## src/rtl/res_pkg.sv

```systemverilog
// Package: sizes and record type for the record exchange sort.
`timescale 1ns / 1ps
package res_pkg;

	localparam int MAX_RECORDS = 64;
	localparam int ADDR_W      = $clog2(MAX_RECORDS);
	localparam int CNT_W       = $clog2(MAX_RECORDS + 1);
	localparam int KEY_W       = 16;
	localparam int TAG_W       = 16;

	typedef struct packed {
		logic [KEY_W-1:0] key;
		logic [TAG_W-1:0] tag;
	} rec_t;

	localparam int REC_W = $bits(rec_t);

endpackage

```

## src/rtl/res_in_if.sv

```systemverilog
// Interface: input record channel.
`timescale 1ns / 1ps
interface res_in_if
	import res_pkg::*;
();
	logic             valid;
	logic             ready;
	logic [KEY_W-1:0] sort_key;
	logic [TAG_W-1:0] record_tag;
	logic             last_record;

	modport source (output valid, sort_key, record_tag, last_record, input ready);
	modport sink   (input valid, sort_key, record_tag, last_record, output ready);
endinterface

```

## src/rtl/res_out_if.sv

```systemverilog
// Interface: sorted result channel.
`timescale 1ns / 1ps
interface res_out_if
	import res_pkg::*;
();
	logic             valid;
	logic             ready;
	logic [KEY_W-1:0] out_key;
	logic [TAG_W-1:0] out_tag;
	logic             final_out;
	logic             overflowed;

	modport source (output valid, out_key, out_tag, final_out, overflowed, input ready);
	modport sink   (input valid, out_key, out_tag, final_out, overflowed, output ready);
endinterface

```

## src/rtl/record_exchange_sort.sv

```systemverilog
// Record exchange sort: loads a set of key/tag records, sorts them and emits them in key order.
// Records arrive one per cycle until one marked last; up to MAX_RECORDS are held in a single
// RAM and later records of the set are dropped, which sets overflowed on every result of
// that set. The set is then sorted in place by an exchange sort: for each position i the
// entries i+1..n-1 are read in turn from the RAM and swapped with a held copy of entry i
// whenever that key is strictly greater, so ties keep the order that sequence leaves. Sorting
// time is bounded by the one RAM read port; results then leave one at a time, each read from
// the RAM only after the one before it is placed in the output register, the last marked by
// final_out. No input is taken between the last record of a set and the issue of its final
// result; a waiting result does not block loading of the next set.
`timescale 1ns / 1ps
module record_exchange_sort
	import res_pkg::*;
(
	input  logic      clk,
	input  logic      arst_n,
	res_in_if.sink    rec_in,
	res_out_if.source res_out
);
	typedef enum logic [2:0] {
		ST_LOAD,
		ST_RDI,
		ST_HEAD,
		ST_SCAN,
		ST_WBI,
		ST_EMIT
	} state_t;

	state_t            state_q;
	logic [CNT_W-1:0]  cnt_q;
	logic              ovf_q;
	logic [ADDR_W-1:0] i_q;
	logic [CNT_W-1:0]  j_q;
	logic [ADDR_W-1:0] j_s1;
	logic [CNT_W-1:0]  k_q;
	logic              rd_pend_q;
	rec_t              cur_q;

	logic              out_vld_q;
	rec_t              out_rec_q;
	logic              out_fin_q;
	logic              out_ovf_q;

	logic              we;
	logic [ADDR_W-1:0] waddr;
	rec_t              wdata;
	logic              re;
	logic [ADDR_W-1:0] raddr;
	rec_t              rdata;

	logic              in_acc;
	logic              out_free;
	logic              room;
	logic              swap;
	logic [CNT_W-1:0]  cnt_new;
	logic [CNT_W-1:0]  i_ext;

	assign in_acc   = rec_in.valid && rec_in.ready;
	assign out_free = !out_vld_q || res_out.ready;
	assign room     = cnt_q < CNT_W'(MAX_RECORDS);
	assign swap     = cur_q.key > rdata.key;
	assign cnt_new  = room ? cnt_q + CNT_W'(1) : cnt_q;
	assign i_ext    = CNT_W'(i_q);

	assign rec_in.ready       = (state_q == ST_LOAD);
	assign res_out.valid      = out_vld_q;
	assign res_out.out_key    = out_rec_q.key;
	assign res_out.out_tag    = out_rec_q.tag;
	assign res_out.final_out  = out_fin_q;
	assign res_out.overflowed = out_ovf_q;

	always_comb begin
		we    = 1'b0;
		waddr = '0;
		wdata = cur_q;
		re    = 1'b0;
		raddr = '0;
		unique case (state_q)
			ST_LOAD: begin
				we          = in_acc && room;
				waddr       = cnt_q[ADDR_W-1:0];
				wdata.key   = rec_in.sort_key;
				wdata.tag   = rec_in.record_tag;
			end
			ST_RDI: begin
				re    = 1'b1;
				raddr = i_q;
			end
			ST_HEAD: begin
				re    = 1'b1;
				raddr = ADDR_W'(i_ext + CNT_W'(1));
			end
			ST_SCAN: begin
				we    = swap;
				waddr = j_s1;
				re    = j_q < cnt_q;
				raddr = j_q[ADDR_W-1:0];
			end
			ST_WBI: begin
				we    = 1'b1;
				waddr = i_q;
			end
			ST_EMIT: begin
				re    = !rd_pend_q && (k_q < cnt_q);
				raddr = k_q[ADDR_W-1:0];
			end
			default: begin
			end
		endcase
	end

	res_ram #(
		.DEPTH(MAX_RECORDS),
		.WIDTH(REC_W)
	) u_ram (
		.clk  (clk),
		.we   (we),
		.waddr(waddr),
		.wdata(wdata),
		.re   (re),
		.raddr(raddr),
		.rdata(rdata)
	);

	always_ff @(posedge clk or negedge arst_n) begin
		if (!arst_n) begin
			state_q   <= ST_LOAD;
			cnt_q     <= '0;
			ovf_q     <= 1'b0;
			i_q       <= '0;
			j_q       <= '0;
			j_s1      <= '0;
			k_q       <= '0;
			rd_pend_q <= 1'b0;
			cur_q     <= '0;
			out_vld_q <= 1'b0;
			out_rec_q <= '0;
			out_fin_q <= 1'b0;
			out_ovf_q <= 1'b0;
		end else begin
			if (out_vld_q && res_out.ready && !(state_q == ST_EMIT && rd_pend_q)) begin
				out_vld_q <= 1'b0;
			end
			unique case (state_q)
				ST_LOAD: begin
					if (in_acc) begin
						cnt_q <= cnt_new;
						if (!room) begin
							ovf_q <= 1'b1;
						end
						if (rec_in.last_record) begin
							i_q <= '0;
							k_q <= '0;
							if (cnt_new >= CNT_W'(2)) begin
								state_q <= ST_RDI;
							end else begin
								state_q <= ST_EMIT;
							end
						end
					end
				end
				ST_RDI: begin
					state_q <= ST_HEAD;
				end
				ST_HEAD: begin
					cur_q   <= rdata;
					j_s1    <= ADDR_W'(i_ext + CNT_W'(1));
					j_q     <= i_ext + CNT_W'(2);
					state_q <= ST_SCAN;
				end
				ST_SCAN: begin
					if (swap) begin
						cur_q <= rdata;
					end
					if (j_q < cnt_q) begin
						j_s1 <= j_q[ADDR_W-1:0];
						j_q  <= j_q + CNT_W'(1);
					end else begin
						state_q <= ST_WBI;
					end
				end
				ST_WBI: begin
					if (i_ext + CNT_W'(2) < cnt_q) begin
						i_q     <= i_q + ADDR_W'(1);
						state_q <= ST_RDI;
					end else begin
						state_q <= ST_EMIT;
					end
				end
				ST_EMIT: begin
					if (!rd_pend_q && (k_q < cnt_q)) begin
						rd_pend_q <= 1'b1;
						k_q       <= k_q + CNT_W'(1);
					end
					if (rd_pend_q && out_free) begin
						rd_pend_q <= 1'b0;
						out_vld_q <= 1'b1;
						out_rec_q <= rdata;
						out_fin_q <= (k_q == cnt_q);
						out_ovf_q <= ovf_q;
						if (k_q == cnt_q) begin
							cnt_q   <= '0;
							ovf_q   <= 1'b0;
							state_q <= ST_LOAD;
						end
					end
				end
				default: begin
					state_q <= ST_LOAD;
				end
			endcase
		end
	end

`ifndef SYNTHESIS
	a_sort_needs_two: assert property (@(posedge clk) disable iff (!arst_n)
		(state_q == ST_RDI || state_q == ST_HEAD || state_q == ST_SCAN || state_q == ST_WBI)
		|-> (cnt_q >= CNT_W'(2)))
		else $error("sort running on fewer than two records");

	a_scan_in_range: assert property (@(posedge clk) disable iff (!arst_n)
		(state_q == ST_SCAN) |-> ((j_q <= cnt_q) && (CNT_W'(j_s1) < cnt_q) && (i_q < j_s1)))
		else $error("scan index outside the loaded set");

	a_ovf_only_full: assert property (@(posedge clk) disable iff (!arst_n)
		ovf_q |-> (cnt_q == CNT_W'(MAX_RECORDS)))
		else $error("overflow flagged with room left");

	a_emit_in_range: assert property (@(posedge clk) disable iff (!arst_n)
		(state_q == ST_EMIT) |-> (k_q <= cnt_q))
		else $error("emit index past the loaded set");
`endif
endmodule

```

## src/rtl/res_ram.sv

```systemverilog
// Generic single-write, single-read synchronous RAM with registered read data.
`timescale 1ns / 1ps
module res_ram #(
	parameter int DEPTH = 64,
	parameter int WIDTH = 32
) (
	input  logic                     clk,
	input  logic                     we,
	input  logic [$clog2(DEPTH)-1:0] waddr,
	input  logic [WIDTH-1:0]         wdata,
	input  logic                     re,
	input  logic [$clog2(DEPTH)-1:0] raddr,
	output logic [WIDTH-1:0]         rdata
);
	logic [WIDTH-1:0] mem [DEPTH];

	always_ff @(posedge clk) begin
		if (we) begin
			mem[waddr] <= wdata;
		end
	end

	always_ff @(posedge clk) begin
		if (re) begin
			rdata <= mem[raddr];
		end
	end
endmodule
```

## src/flat_wrapper.sv

```systemverilog
// flat-port wrapper written by rule: the top's interface ports become plain ports
module record_exchange_sort_flat import res_pkg::*;
  (clk, arst_n, rec_in_valid, rec_in_sort_key, rec_in_record_tag, rec_in_last_record, rec_in_ready, res_out_valid, res_out_out_key, res_out_out_tag, res_out_final_out, res_out_overflowed, res_out_ready);
  res_in_if rec_in_i ();
  res_out_if res_out_i ();
  input  logic clk;
  input  logic arst_n;
  input wire logic [$bits(rec_in_i.valid)-1:0] rec_in_valid;
  input wire logic [$bits(rec_in_i.sort_key)-1:0] rec_in_sort_key;
  input wire logic [$bits(rec_in_i.record_tag)-1:0] rec_in_record_tag;
  input wire logic [$bits(rec_in_i.last_record)-1:0] rec_in_last_record;
  output wire logic [$bits(rec_in_i.ready)-1:0] rec_in_ready;
  output wire logic [$bits(res_out_i.valid)-1:0] res_out_valid;
  output wire logic [$bits(res_out_i.out_key)-1:0] res_out_out_key;
  output wire logic [$bits(res_out_i.out_tag)-1:0] res_out_out_tag;
  output wire logic [$bits(res_out_i.final_out)-1:0] res_out_final_out;
  output wire logic [$bits(res_out_i.overflowed)-1:0] res_out_overflowed;
  input wire logic [$bits(res_out_i.ready)-1:0] res_out_ready;
  assign rec_in_i.valid = rec_in_valid;
  assign rec_in_i.sort_key = rec_in_sort_key;
  assign rec_in_i.record_tag = rec_in_record_tag;
  assign rec_in_i.last_record = rec_in_last_record;
  assign rec_in_ready = rec_in_i.ready;
  assign res_out_valid = res_out_i.valid;
  assign res_out_out_key = res_out_i.out_key;
  assign res_out_out_tag = res_out_i.out_tag;
  assign res_out_final_out = res_out_i.final_out;
  assign res_out_overflowed = res_out_i.overflowed;
  assign res_out_i.ready = res_out_ready;
  record_exchange_sort u_core (.clk(clk), .arst_n(arst_n), .rec_in(rec_in_i), .res_out(res_out_i));
endmodule
```

## config.mk

```make
export PLATFORM = sky130hd
export DESIGN_NAME = record_exchange_sort_flat
export DESIGN_NICKNAME = d
export VERILOG_FILES = /design/src/rtl/res_pkg.sv /design/src/rtl/res_in_if.sv /design/src/rtl/res_out_if.sv /design/src/rtl/record_exchange_sort.sv /design/src/rtl/res_ram.sv /design/src/flat_wrapper.sv
export SDC_FILE = /design/constraint.sdc
export NUM_CORES = 2
export LEC_CHECK = 0
export BUFFER_PORTS_ARGS = -buffer_cell sky130_fd_sc_hd__buf_4
export CAP_MARGIN = 20
export CELL_PAD_IN_SITES_DETAIL_PLACEMENT = 0
export CELL_PAD_IN_SITES_GLOBAL_PLACEMENT = 2
export CORE_UTILIZATION = 45
export CTS_BUF_LIST = sky130_fd_sc_hd__clkbuf_4
export CTS_CLUSTER_SIZE = 30
export DETAILED_ROUTE_END_ITERATION = 16
export PLACE_DENSITY = 0.68
export SLEW_MARGIN = 5
export SYNTH_ARGS = -nofsm -noshare
export SYNTH_HDL_FRONTEND = slang
export SYNTH_HIERARCHICAL = 1
export SYNTH_SLANG_ARGS = --single-unit
```

## constraint.sdc

```tcl
create_clock -name clk -period 8.24 [get_ports clk]
set_input_delay 0.412 -clock clk [delete_from_list [all_inputs] [get_ports clk]]
set_output_delay 0.412 -clock clk [all_outputs]
set_load 0.005 [all_outputs]
```

==> flow_metrics.env <==
export IMPL_status="finished with violations"
export IMPL_violations="DRC"
export IMPL_start_util=0.453
export IMPL_tightest_slew_ns=1.06
export IMPL_rsz0062_at_grt="no"
export IMPL_cts_max_level=6
export IMPL_grt_start_max_net_pins=103
export IMPL_grt_ovfl_total=0
export IMPL_synth_nets=3991
export IMPL_critPathKind="flip-flop to flip-flop"
export IMPL_die_width_microns=437
export IMPL_hold_worst_slack_ns=0.152
export IMPL_fmax_mhz=167
export IMPL_io_pins=73
export IMPL_slew_viol_final=0
export IMPL_mostFrequentLayoutCells="edfxtp_1, clkbuf_4, mux4_2"
export IMPL_drt_iter0_drc=4789
export IMPL_grt_pass1_vias=44997
export IMPL_clockRootBuffer="clkbuf_4"
export IMPL_setup_viol=0
export IMPL_coreArea_sq_um=188000
export IMPL_power_density_nw_per_um2=390
export IMPL_yosysSeqAreaShare=0.764
export IMPL_clk_latency_ns=1.35
export IMPL_pre_cts_ws_ns=2.42
export IMPL_cap_violations=0
export IMPL_comb_power_share=0.349
export IMPL_async_flop_share=0.0481
export IMPL_clock_path_buffers=4
export IMPL_cts_buffers=580
export IMPL_clkSlewWorstSetupHoldPaths_ns=0.06
export IMPL_grtUsageTotal=0.247
export IMPL_finClkSkew_ns=0.100
export IMPL_dp_hpwl_microns=127000
export IMPL_io_buffers=72
export IMPL_worst_setup_path_start_kind="flip-flop"
export IMPL_cts_num_sinks=2185
export IMPL_mostFrequentLayoutCell="edfxtp_1"
export IMPL_num_rows=159
export IMPL_maxSlewHeadroom=0.295
export IMPL_required_ns=9.17
export IMPL_synth_main_ff_cell="edfxtp_1"
export IMPL_dieArea_sq_um=191000
export IMPL_gp_congestion=0.797
export IMPL_synth_area_sq_um=85100
export IMPL_wirelength_microns=235000
export IMPL_p_total_mw=37.9
export IMPL_pwr_share_clk=0.243
export IMPL_final_hold_violation_count=0
export IMPL_pwr_share_seq=0.408
export IMPL_min_period_ns=5.97
export IMPL_hold_path_class="input pin to flip-flop"
export IMPL_syn_inst=3914
export IMPL_synth_seq_cells=2185
export IMPL_viasPerCell=5.88
export IMPL_grt_pass1_wl_microns=331000
export IMPL_yosysUniqueCellTypes=69
export IMPL_wl_per_cell_microns=31.5
export IMPL_area_growth_pct=14.2
export IMPL_nFillCells=15133
export IMPL_dieHeight_microns=437
export IMPL_critPathArrivalTime_ns=6.90
export IMPL_min_period_over_period=0.725
export IMPL_syn_avg_cell_area_sq_um=21.8
export IMPL_route_vias_total=43710
export IMPL_antenna_found_initial=14
export IMPL_ys_warn_count=6
export IMPL_leakage_nw=31.2
export IMPL_vdd_drop_max_uv=241
export IMPL_final_layout_size_suffix_gt1_frac=0.373
export IMPL_cts_tree="yes"
export IMPL_tns_ns=0
export IMPL_nets=4629
export IMPL_p_switching_mw=12.9
export IMPL_end_kind="flip-flop"
export IMPL_cp_max_fo=102
export IMPL_drtPass1Iterations=11
export IMPL_swShare=0.340
export IMPL_drc=14
export IMPL_synth_edf_count=2080
export IMPL_ant_nets=0
export IMPL_internal_power_mw=25.0
export IMPL_fin_ws_ns=2.27
export IMPL_cts_resized=0
export IMPL_post_route_util=0.518
==> critical path, stage by stage, from the launching register on <==
cell and delay, ns:
dfrtp_1 1.04, and3b_1 0.74, nand2_1 0.20, o21ai_4 0.28, buf_4 0.52, buf_12 0.48
mux4_2 0.41, mux4_2 0.51, o22ai_1 0.64, nor2_1 0.46
==> path summary, 6_finish.rpt <==
check                                    endpoint  slack [ns]              start  cells after the start
setup / recovery           u_core/u_ram/rdata[22]        2.27  u_core/state_q[2]                      9
hold / removal                      u_core/k_q[4]        0.15       rec_in_valid                      4
setup reg to reg           u_core/u_ram/rdata[22]        2.27  u_core/state_q[2]                      9
hold reg to reg                      u_core/ovf_q        0.48       u_core/ovf_q                      2
max in group asynchronous        u_core/cur_q[27]        7.16             arst_n                      4
min in group asynchronous            u_core/ovf_q        0.22             arst_n                      4
==> synthesized netlist by cell type, types with 3 or more instances <==
cell      instances  area [sq um]
edfxtp_1       2080         62500
mux4_2          544         12300
nor2_1          161           604
dfrtp_1         105          2630
mux2i_1         104          1040
clkbuf_1         89           334
o22ai_1          86           538
a21oi_1          85           425
nand2_1          85           319
mux2_2           72           811
buf_2            69           345
o21ai_0          46           230
ha_1             40           500
mux2_4           30           450
inv_1            29           109
buf_4            28           210
o221ai_1         27           236
nor2b_1          23           144
buf_1            22          82.6
a22oi_1          20           150
nand3_1          15          75.1
nor3_1           15          75.1
nand2b_1         11          68.8
nand4_1          10          62.6
a311oi_1          9          78.8
buf_6             8          90.1
xnor2_1           8          70.1
a31oi_1           6          37.5
and3_1            6          37.5
nand3b_1          6          45.0
o31ai_1           6          45.0
a41o_1            5          50.1
or3_1             5          31.3
a21o_1            4          30.0
and2_1            4          25.0
o32ai_1           4          35.0
xor2_1            4          35.0
or3b_2            3          26.3
==> metrics by stage <==
step | cells | instance area (sq um)
after floorplan | 3914 | 85100
after global placement | 6418 | 89700
after detailed placement | 6421 | 89700
after CTS | 7427 | 97100
after global routing | 7440 | 97200
final | 7440 | 97200
==> kinds of logic after synthesis <==
kind of cell | Yosys count | share of synthesized area
AND/OR/NAND/NOR | 360 | 0.0193
multiplexers | 751 | 0.171
buffers and inverters | 245 | 0.0138
AO/OA/AOI/OAI | 321 | 0.0244
flip-flops | 2185 | 0.764
XOR/XNOR | 12 | 0.00123
adder cells (fa/ha/maj) | 40 | 0.00588
==> power by group through the flow <==
| stage | Combinational [mW] | Sequential [mW] | Clock, mW |
|---|---|---|---|
| after floorplan | 8.59 | 15.4 | 0 |
| after global placement | 13.1 | 15.7 | 0 |
| after CTS | 13.3 | 15.5 | 9.47 |
| after detailed placement | 13.3 | 15.7 | 0 |
| after global routing | 14.1 | 15.5 | 10.0 |
| final | 13.2 | 15.5 | 9.22 |
==> metal layers <==
layer	up-vias	wire [microns]	track usage
met3	309	17800	0.0540
met2	1792	114000	0.394
met1	23546	97300	0.341
met4	0	5320	0.0744
li1	18063	-	-
met5	-	0	0
==> flip-flops by register name (all words and copies together), names as in the netlist <==
signal and cells:
u_core/cur_q 32, u_core/res_out.out_tag 16, u_core/ovf_q 1, u_core/j_q 7, u_core/u_ram/mem 2048, u_core/res_out.final_out 1
u_core/state_q 3, u_core/res_out.valid 1, u_core/u_ram/rdata 32, u_core/rd_pend_q 1, u_core/i_q 6, u_core/j_s1 6
u_core/res_out.out_key 16, u_core/cnt_q 7, u_core/k_q 7, u_core/res_out.overflowed 1
==> area by class of cell <==
| cell class | instances | area [sq um] | share of cell area |
|---|---|---|---|
| antenna | 9 | 22.5 | 0.000232 |
| clock buffer | 846 | 6350 | 0.0653 |
| clock inverter | 120 | 646 | 0.00664 |
| inverter | 29 | 109 | 0.00112 |
| multi-input combinational | 1484 | 19400 | 0.200 |
| sequential | 2185 | 65100 | 0.670 |
| tap | 2495 | 3120 | 0.0321 |
| timing repair buffer | 272 | 2430 | 0.0250 |
==> repair_timing <==
action	CTS	global route
hold buffers	40	1
setup endpoints to repair	0	0
setup buffers	0	0
endpoints found under the hold margin	1520	50
Note: power is estimated with default switching activity, not from simulation.
